$ cat src/ltd_pkg.sv
package ltd_pkg;

  // ring geometry (ring size is a power of two)
  localparam int RING_BYTES = 65536;
  localparam int PTR_W      = $clog2(RING_BYTES);
  localparam int CNT_W      = PTR_W + 1;
  localparam int LIMIT_W    = 17;

  // line length limit: a line keeps at most LINE_BYTES-1 bytes
  localparam int LINE_BYTES = 256;
  localparam int LEN_W      = $clog2(LINE_BYTES);

  localparam logic [7:0] NEWLINE_CHAR = 8'h0A;

  typedef enum logic [1:0] {
    CMD_APPEND = 2'd0,
    CMD_START  = 2'd1,
    CMD_FETCH  = 2'd2,
    CMD_CLEAR  = 2'd3
  } cmd_t;

  typedef enum logic [1:0] {
    ST_IDLE,
    ST_SCAN,
    ST_FETCH
  } state_t;

  // one write port and one read port of the ring memory
  typedef struct packed {
    logic             we;
    logic [PTR_W-1:0] waddr;
    logic [7:0]       wdata;
    logic             re;
    logic [PTR_W-1:0] raddr;
  } mem_req_t;

  // result of one transaction, valid for a single cycle
  typedef struct packed {
    logic       valid;
    logic [7:0] out_byte;
    logic       out_valid;
    logic       line_end;
    logic       drain_done;
  } res_t;

endpackage

$ cat src/ltd_ctrl.sv
module ltd_ctrl
  import ltd_pkg::*;
(
  input  logic               clk,
  input  logic               rst_n,
  input  logic               in_take,
  input  logic [1:0]         cmd,
  input  logic [7:0]         data_byte,
  input  logic [LIMIT_W-1:0] line_limit,
  input  logic [7:0]         rd_data,
  output mem_req_t           mem_req,
  output res_t               res,
  output logic               idle
);

  state_t             state_r, state_nxt;
  logic [PTR_W-1:0]   wp_r, wp_nxt;
  logic [CNT_W-1:0]   fill_r, fill_nxt;
  logic [CNT_W-1:0]   nl_r, nl_nxt;
  logic [CNT_W-1:0]   off_r, off_nxt;
  logic               active_r, active_nxt;
  logic [LEN_W-1:0]   len_r, len_nxt;
  logic               skipping_r, skipping_nxt;
  logic [CNT_W-1:0]   tgt_r, tgt_nxt;
  logic [CNT_W-1:0]   seen_r, seen_nxt;
  logic               fix_pend_r, fix_pend_nxt;

  logic [CNT_W-1:0]   nl_eff;
  logic [CNT_W-1:0]   skip_cnt;
  logic [CNT_W-1:0]   limit_ext;
  logic [CNT_W-1:0]   off_inc;
  logic [CNT_W-1:0]   seen_inc;
  logic [LEN_W-1:0]   len_inc;
  logic [PTR_W-1:0]   base;
  logic               rd_nl;
  logic               ring_full;

  assign base      = wp_r - fill_r[PTR_W-1:0];
  assign rd_nl     = (rd_data == NEWLINE_CHAR);
  assign ring_full = (fill_r == CNT_W'(RING_BYTES));
  assign off_inc   = off_r + CNT_W'(1);
  assign seen_inc  = seen_r + CNT_W'(rd_nl);
  assign len_inc   = len_r + LEN_W'(1);
  assign limit_ext = CNT_W'(line_limit);
  assign idle      = (state_r == ST_IDLE);

  // lines to skip so that only the newest ones stay
  assign skip_cnt  = (nl_eff > limit_ext) ? (nl_eff - limit_ext) : '0;

  // state register
  always_ff @(posedge clk) begin
    if (!rst_n) begin
      state_r    <= ST_IDLE;
      wp_r       <= '0;
      fill_r     <= '0;
      nl_r       <= '0;
      off_r      <= '0;
      active_r   <= 1'b0;
      len_r      <= '0;
      skipping_r <= 1'b0;
      fix_pend_r <= 1'b0;
    end else begin
      state_r    <= state_nxt;
      wp_r       <= wp_nxt;
      fill_r     <= fill_nxt;
      nl_r       <= nl_nxt;
      off_r      <= off_nxt;
      active_r   <= active_nxt;
      len_r      <= len_nxt;
      skipping_r <= skipping_nxt;
      fix_pend_r <= fix_pend_nxt;
    end
  end

  // scan bookkeeping, no reset needed
  always_ff @(posedge clk) begin
    tgt_r  <= tgt_nxt;
    seen_r <= seen_nxt;
  end

  // next state, memory requests and results
  always_comb begin
    state_nxt    = state_r;
    wp_nxt       = wp_r;
    fill_nxt     = fill_r;
    off_nxt      = off_r;
    active_nxt   = active_r;
    len_nxt      = len_r;
    skipping_nxt = skipping_r;
    tgt_nxt      = tgt_r;
    seen_nxt     = seen_r;
    fix_pend_nxt = 1'b0;
    mem_req      = '0;
    res          = '0;

    // overwritten newline from the previous append comes back now
    nl_eff = nl_r;
    if (fix_pend_r && rd_nl && (nl_r != '0)) begin
      nl_eff = nl_r - CNT_W'(1);
    end
    nl_nxt = nl_eff;

    unique case (state_r)
      ST_IDLE: begin
        if (in_take) begin
          res.valid = 1'b1;
          unique case (cmd_t'(cmd))
            CMD_APPEND: begin
              mem_req.we    = 1'b1;
              mem_req.waddr = wp_r;
              mem_req.wdata = data_byte;
              mem_req.re    = 1'b1;
              mem_req.raddr = wp_r;
              if (ring_full) begin
                fix_pend_nxt = 1'b1;
              end else begin
                fill_nxt = fill_r + CNT_W'(1);
              end
              if (data_byte == NEWLINE_CHAR) begin
                nl_nxt = nl_eff + CNT_W'(1);
              end
              wp_nxt       = wp_r + PTR_W'(1);
              active_nxt   = 1'b0;
              off_nxt      = '0;
              len_nxt      = '0;
              skipping_nxt = 1'b0;
            end
            CMD_START: begin
              active_nxt   = 1'b0;
              off_nxt      = '0;
              len_nxt      = '0;
              skipping_nxt = 1'b0;
              if ((fill_r != '0) && (limit_ext != '0)) begin
                if (skip_cnt == '0) begin
                  active_nxt = 1'b1;
                end else begin
                  res.valid     = 1'b0;
                  state_nxt     = ST_SCAN;
                  tgt_nxt       = skip_cnt;
                  seen_nxt      = '0;
                  mem_req.re    = 1'b1;
                  mem_req.raddr = base;
                end
              end
            end
            CMD_FETCH: begin
              if (active_r && (off_r < fill_r)) begin
                res.valid     = 1'b0;
                state_nxt     = ST_FETCH;
                mem_req.re    = 1'b1;
                mem_req.raddr = base + off_r[PTR_W-1:0];
              end else begin
                res.drain_done = 1'b1;
                active_nxt     = 1'b0;
                off_nxt        = '0;
                len_nxt        = '0;
                skipping_nxt   = 1'b0;
              end
            end
            CMD_CLEAR: begin
              wp_nxt       = '0;
              fill_nxt     = '0;
              nl_nxt       = '0;
              active_nxt   = 1'b0;
              off_nxt      = '0;
              len_nxt      = '0;
              skipping_nxt = 1'b0;
            end
          endcase
        end
      end

      // walk past skipped lines, one byte per cycle
      ST_SCAN: begin
        off_nxt       = off_inc;
        seen_nxt      = seen_inc;
        mem_req.re    = 1'b1;
        mem_req.raddr = base + off_inc[PTR_W-1:0];
        if ((seen_inc == tgt_r) || (off_inc >= fill_r)) begin
          active_nxt = 1'b1;
          state_nxt  = ST_IDLE;
          res.valid  = 1'b1;
        end
      end

      // find the next kept byte
      ST_FETCH: begin
        off_nxt = off_inc;
        if (skipping_r) begin
          if (rd_nl) begin
            skipping_nxt = 1'b0;
            len_nxt      = '0;
          end
          if (off_inc >= fill_r) begin
            res.valid      = 1'b1;
            res.drain_done = 1'b1;
            state_nxt      = ST_IDLE;
            active_nxt     = 1'b0;
            off_nxt        = '0;
            len_nxt        = '0;
            skipping_nxt   = 1'b0;
          end else begin
            mem_req.re    = 1'b1;
            mem_req.raddr = base + off_inc[PTR_W-1:0];
          end
        end else begin
          res.valid     = 1'b1;
          res.out_byte  = rd_data;
          res.out_valid = 1'b1;
          state_nxt     = ST_IDLE;
          len_nxt       = len_inc;
          if (rd_nl) begin
            res.line_end = 1'b1;
            len_nxt      = '0;
          end else if (len_inc >= LEN_W'(LINE_BYTES - 1)) begin
            res.line_end = 1'b1;
            skipping_nxt = 1'b1;
            len_nxt      = '0;
          end
          if (off_inc >= fill_r) begin
            res.line_end = 1'b1;
          end
        end
      end

      default: begin
        state_nxt = ST_IDLE;
      end
    endcase
  end

  // newline correction only follows an append into a full ring
  a_fix_full: assert property (@(posedge clk) disable iff (!rst_n)
    fix_pend_r |-> ring_full)
    else $error("newline correction pending on a ring that is not full");

  // drain cursor stays inside the valid bytes
  a_off_range: assert property (@(posedge clk) disable iff (!rst_n)
    active_r |-> (off_r <= fill_r))
    else $error("drain offset beyond fill count");

  // a fetch walk only runs on an active drain
  a_fetch_active: assert property (@(posedge clk) disable iff (!rst_n)
    (state_r == ST_FETCH) |-> (active_r && (off_r < fill_r)))
    else $error("fetch walk without an active drain");

  // skipping the tail of a line belongs to an active drain
  a_skip_active: assert property (@(posedge clk) disable iff (!rst_n)
    skipping_r |-> active_r)
    else $error("line tail skip outside a drain");

endmodule

$ cat config.mk
export PLATFORM = sky130hd
export DESIGN_NAME = ltd_ctrl
export DESIGN_NICKNAME = d
export VERILOG_FILES = /design/src/ltd_pkg.sv /design/src/ltd_ctrl.sv
export SDC_FILE = /design/constraint.sdc
export NUM_CORES = 1
export LEC_CHECK = 0
export ABC_AREA = 1
export BUFFER_PORTS_ARGS = -buffer_cell sky130_fd_sc_hd__buf_2
export CAP_MARGIN = 20
export CORE_AREA = 2 2 136 270
export DETAILED_ROUTE_END_ITERATION = 8
export DIE_AREA = 0 0 138 272
export PLACE_DENSITY = 0.57
export SYNTH_ARGS = -nofsm -noshare
export SYNTH_HDL_FRONTEND = slang
export SYNTH_SLANG_ARGS = --single-unit
$ cat constraint.sdc
create_clock -name clk -period 9 [get_ports clk]
set_input_delay 2.7 -clock clk [delete_from_list [all_inputs] [get_ports clk]]
set_output_delay 2.7 -clock clk [all_outputs]
set_load 0.02 [all_outputs]
==> impl_metrics.toml <==
[critical_path]
cp.required_ns = 6.30
worst_setup_path_start_kind = "primary input"
crit_type = "in -> out"
slowest_stage = "ha_4"
cpPeakStageDelay_ns = 0.33
crit_fanout = 8
cp-end-kind = "primary output"
cp.arrival_ns = 6.22
crit_top_cell = "nor2_4"

[die]
die-area_sq_um = 37500
ios = 93
coreArea_sq_um = 35600
die_width_microns = 138
start_util_pct = 34.5
dieHeight_microns = 272
std_cell_rows = 98

[cts]
h-tree-depth = 4
cts-root-buf = "clkbuf_16"
path_clk_slew_ns = 0.06
clockBufferDepth = 2
cts_tree = "built"
cts-hold-fix-buffers = 0
cts_sinks = 114
insertion_delay_ns = 0.43
numCtsBuffers = 17

[detailed_routing]
ant_nets = 0
wl_per_cell_microns = 17.7
post-route-drc-count = 0
vias_per_cell = 5.11
routed-via-count = 13200
dr.pass1.iters = 7
drt_iter0_drc = 678
wl_microns = 45900

[synth]
async_flop_share_pct = 0
syn-num-nets = 2075
yosysSeqAreaShare_pct = 21.4
synth_area_sq_um = 12300
yosysWarningCount = 0
syn_inst = 1917
synth_edf_count = 34
ys.flop_type = "dfxtp_1"
ys_ff_latch = 114
avgSynthCellArea_sq_um = 6.40
synth_cell_types = 61

[global_route]
track_usage_pct = 23.7
grt_pass1_wl_microns = 68600
overflow = 0
grt_antenna_before_repair = 2
grt_start_max_net_pins = 26
grt_pass1_vias = 13100

[placement]
dpl.cell_count = 2543
dp_hpwl_microns = 38100
portBuffers = 92
gp_congestion = 0.937
place_ws_ns = -0.277

[sta]
fin_crit_ns = 8.92
fmax_mhz = 112
rsz0062_at_grt = "true"
fin_ws_ns = 0.0803
hold_viol_final = 0
setup_violations = 0
slew-limit-headroom_pct = 27.5
maxSlewViolCount = 0
worst_pin_slew_ns = 1.09
clock_skew_ns = 0.0106
period_share_pct = 99.1

[layout]
layout.cells.most_common = "nand2_1"
final_cell_mix = "421 x nand2_1, 277 x inv_1, 217 x nor2_1"
final_nets = 2286
drive_gt1_share_pct = 22.0
final.fill_count = 3710
area_delta_synth_final_pct = 25.9
stdcell_count = 2592

[power_and_ir_drop]
power.density_nw_per_um2 = 127
peakVddDrop_uv = 140
leakage_uw = 0.00754
p_total_uw = 1960

[outcome]
status = "complete, no violations"

[worst_hold_path]
hold_class = "reg -> reg"

[job]
maxCapViolations = 0
## metrics by stage
step	hold slack (ns)	area, sq um	util (%)	TNS, ns
after CTS	0.461	14600	41.0	0
after global routing	0.486	15400	43.4	-1.45
after floorplan	0.422	12300	-	0
after global placement	0.441	13900	39.2	-4.44
final	0.467	15400	43.4	0
after detailed placement	0.451	13900	39.2	-4.65
## worst paths after layout
kind                            from                       to  depth (start not counted)  slack (ns)
max                       rd_data[4]               mem_req[2]                         32        0.08
min          fill_r[14]$_SDFFE_PN0P_  fill_r[14]$_SDFFE_PN0P_                          1        0.47
max reg2reg    off_r[0]$_SDFFE_PN0P_   off_r[16]$_SDFFE_PN0P_                         24        4.29
min reg2reg  fill_r[14]$_SDFFE_PN0P_  fill_r[14]$_SDFFE_PN0P_                          1        0.47
## state kept, by name, summed over array words and instances, names as in the netlist
name,count
tgt_r,17
len_r,8
fill_r,17
state_r,2
wp_r,16
nl_r,17
off_r,17
skipping_r,1
active_r,1
seen_r,17
fix_pend_r,1
## critical path: cells and delay by family
| family | cells | cell delay (ns) |
|---|---|---|
| buffers and inverters | 9 | 1.12 |
| adders and majority gates | 1 | 0.33 |
| AOI/OAI and AO/OA | 2 | 0.15 |
| and+or+nand+nor | 20 | 1.90 |
## final cells by class
type | instances | area (sq um) | share of cell area, %
clock buffers | 17 | 425 | 2.76
clock inverters | 15 | 145 | 0.940
diodes | 1 | 2.50 | 0.0162
well taps | 450 | 563 | 3.65
repair buffers | 215 | 1540 | 9.96
inverters | 307 | 1170 | 7.58
multi-input cells | 1473 | 8970 | 58.1
flip-flops and latches | 114 | 2620 | 17.0
## logic make-up after synthesis
group           after synthesis  share of synthesized area, %
compound gates              299                          13.8
flops                       114                          21.4
xor+xnor                     75                          5.48
buf+inv                     331                          10.8
fa+ha+maj                   120                          12.5
simple gates                978                          36.0
## power by group
group / internal (uW) / total [uW] / switching, uW
logic: 228 / 700 / 472
registers: 560 / 591 / 31.3
clock network: 387 / 667 / 279
total: 1170 / 1960 / 783
## cells in the mapped netlist (7+ instances only)
cell type | instances | area (sq um)
nand3_1 | 103 | 515
inv_2 | 12 | 45.0
nor2_1 | 227 | 852
o21ai_1 | 8 | 40.0
dfxtp_1 | 80 | 1600
nor3_1 | 38 | 190
nor4_1 | 11 | 68.8
a21oi_2 | 8 | 70.1
nand3_2 | 12 | 120
nor2_4 | 8 | 90.1
a22oi_1 | 11 | 82.6
a21oi_1 | 142 | 711
nand3b_1 | 12 | 90.1
nand4_1 | 42 | 263
inv_1 | 289 | 1080
o21bai_1 | 9 | 67.6
edfxtp_1 | 34 | 1020
a31oi_1 | 7 | 43.8
nand2_2 | 16 | 100
nor2_2 | 21 | 131
nand2_1 | 461 | 1730
xnor2_1 | 17 | 149
ha_1 | 116 | 1450
xor2_1 | 57 | 499
o21ai_0 | 81 | 405
clkbuf_1 | 11 | 41.3
## per-layer routing
metal  wire length [microns]  GRT usage, %
met1                   14400          19.0
met2                   26200          49.3
met3                    1110          2.57
met4                    4220          19.5
met5                       0             0
## timing repair
| item | CTS | global route |
|---|---|---|
| resized for setup | 28 | 170 |
| gates cloned | 0 | 3 |
| setup buffers | 0 | 13 |
| setup endpoints to repair | 18 | 18 |
| pin swaps | 1 | 64 |
(Power assumes the default switching activity.)
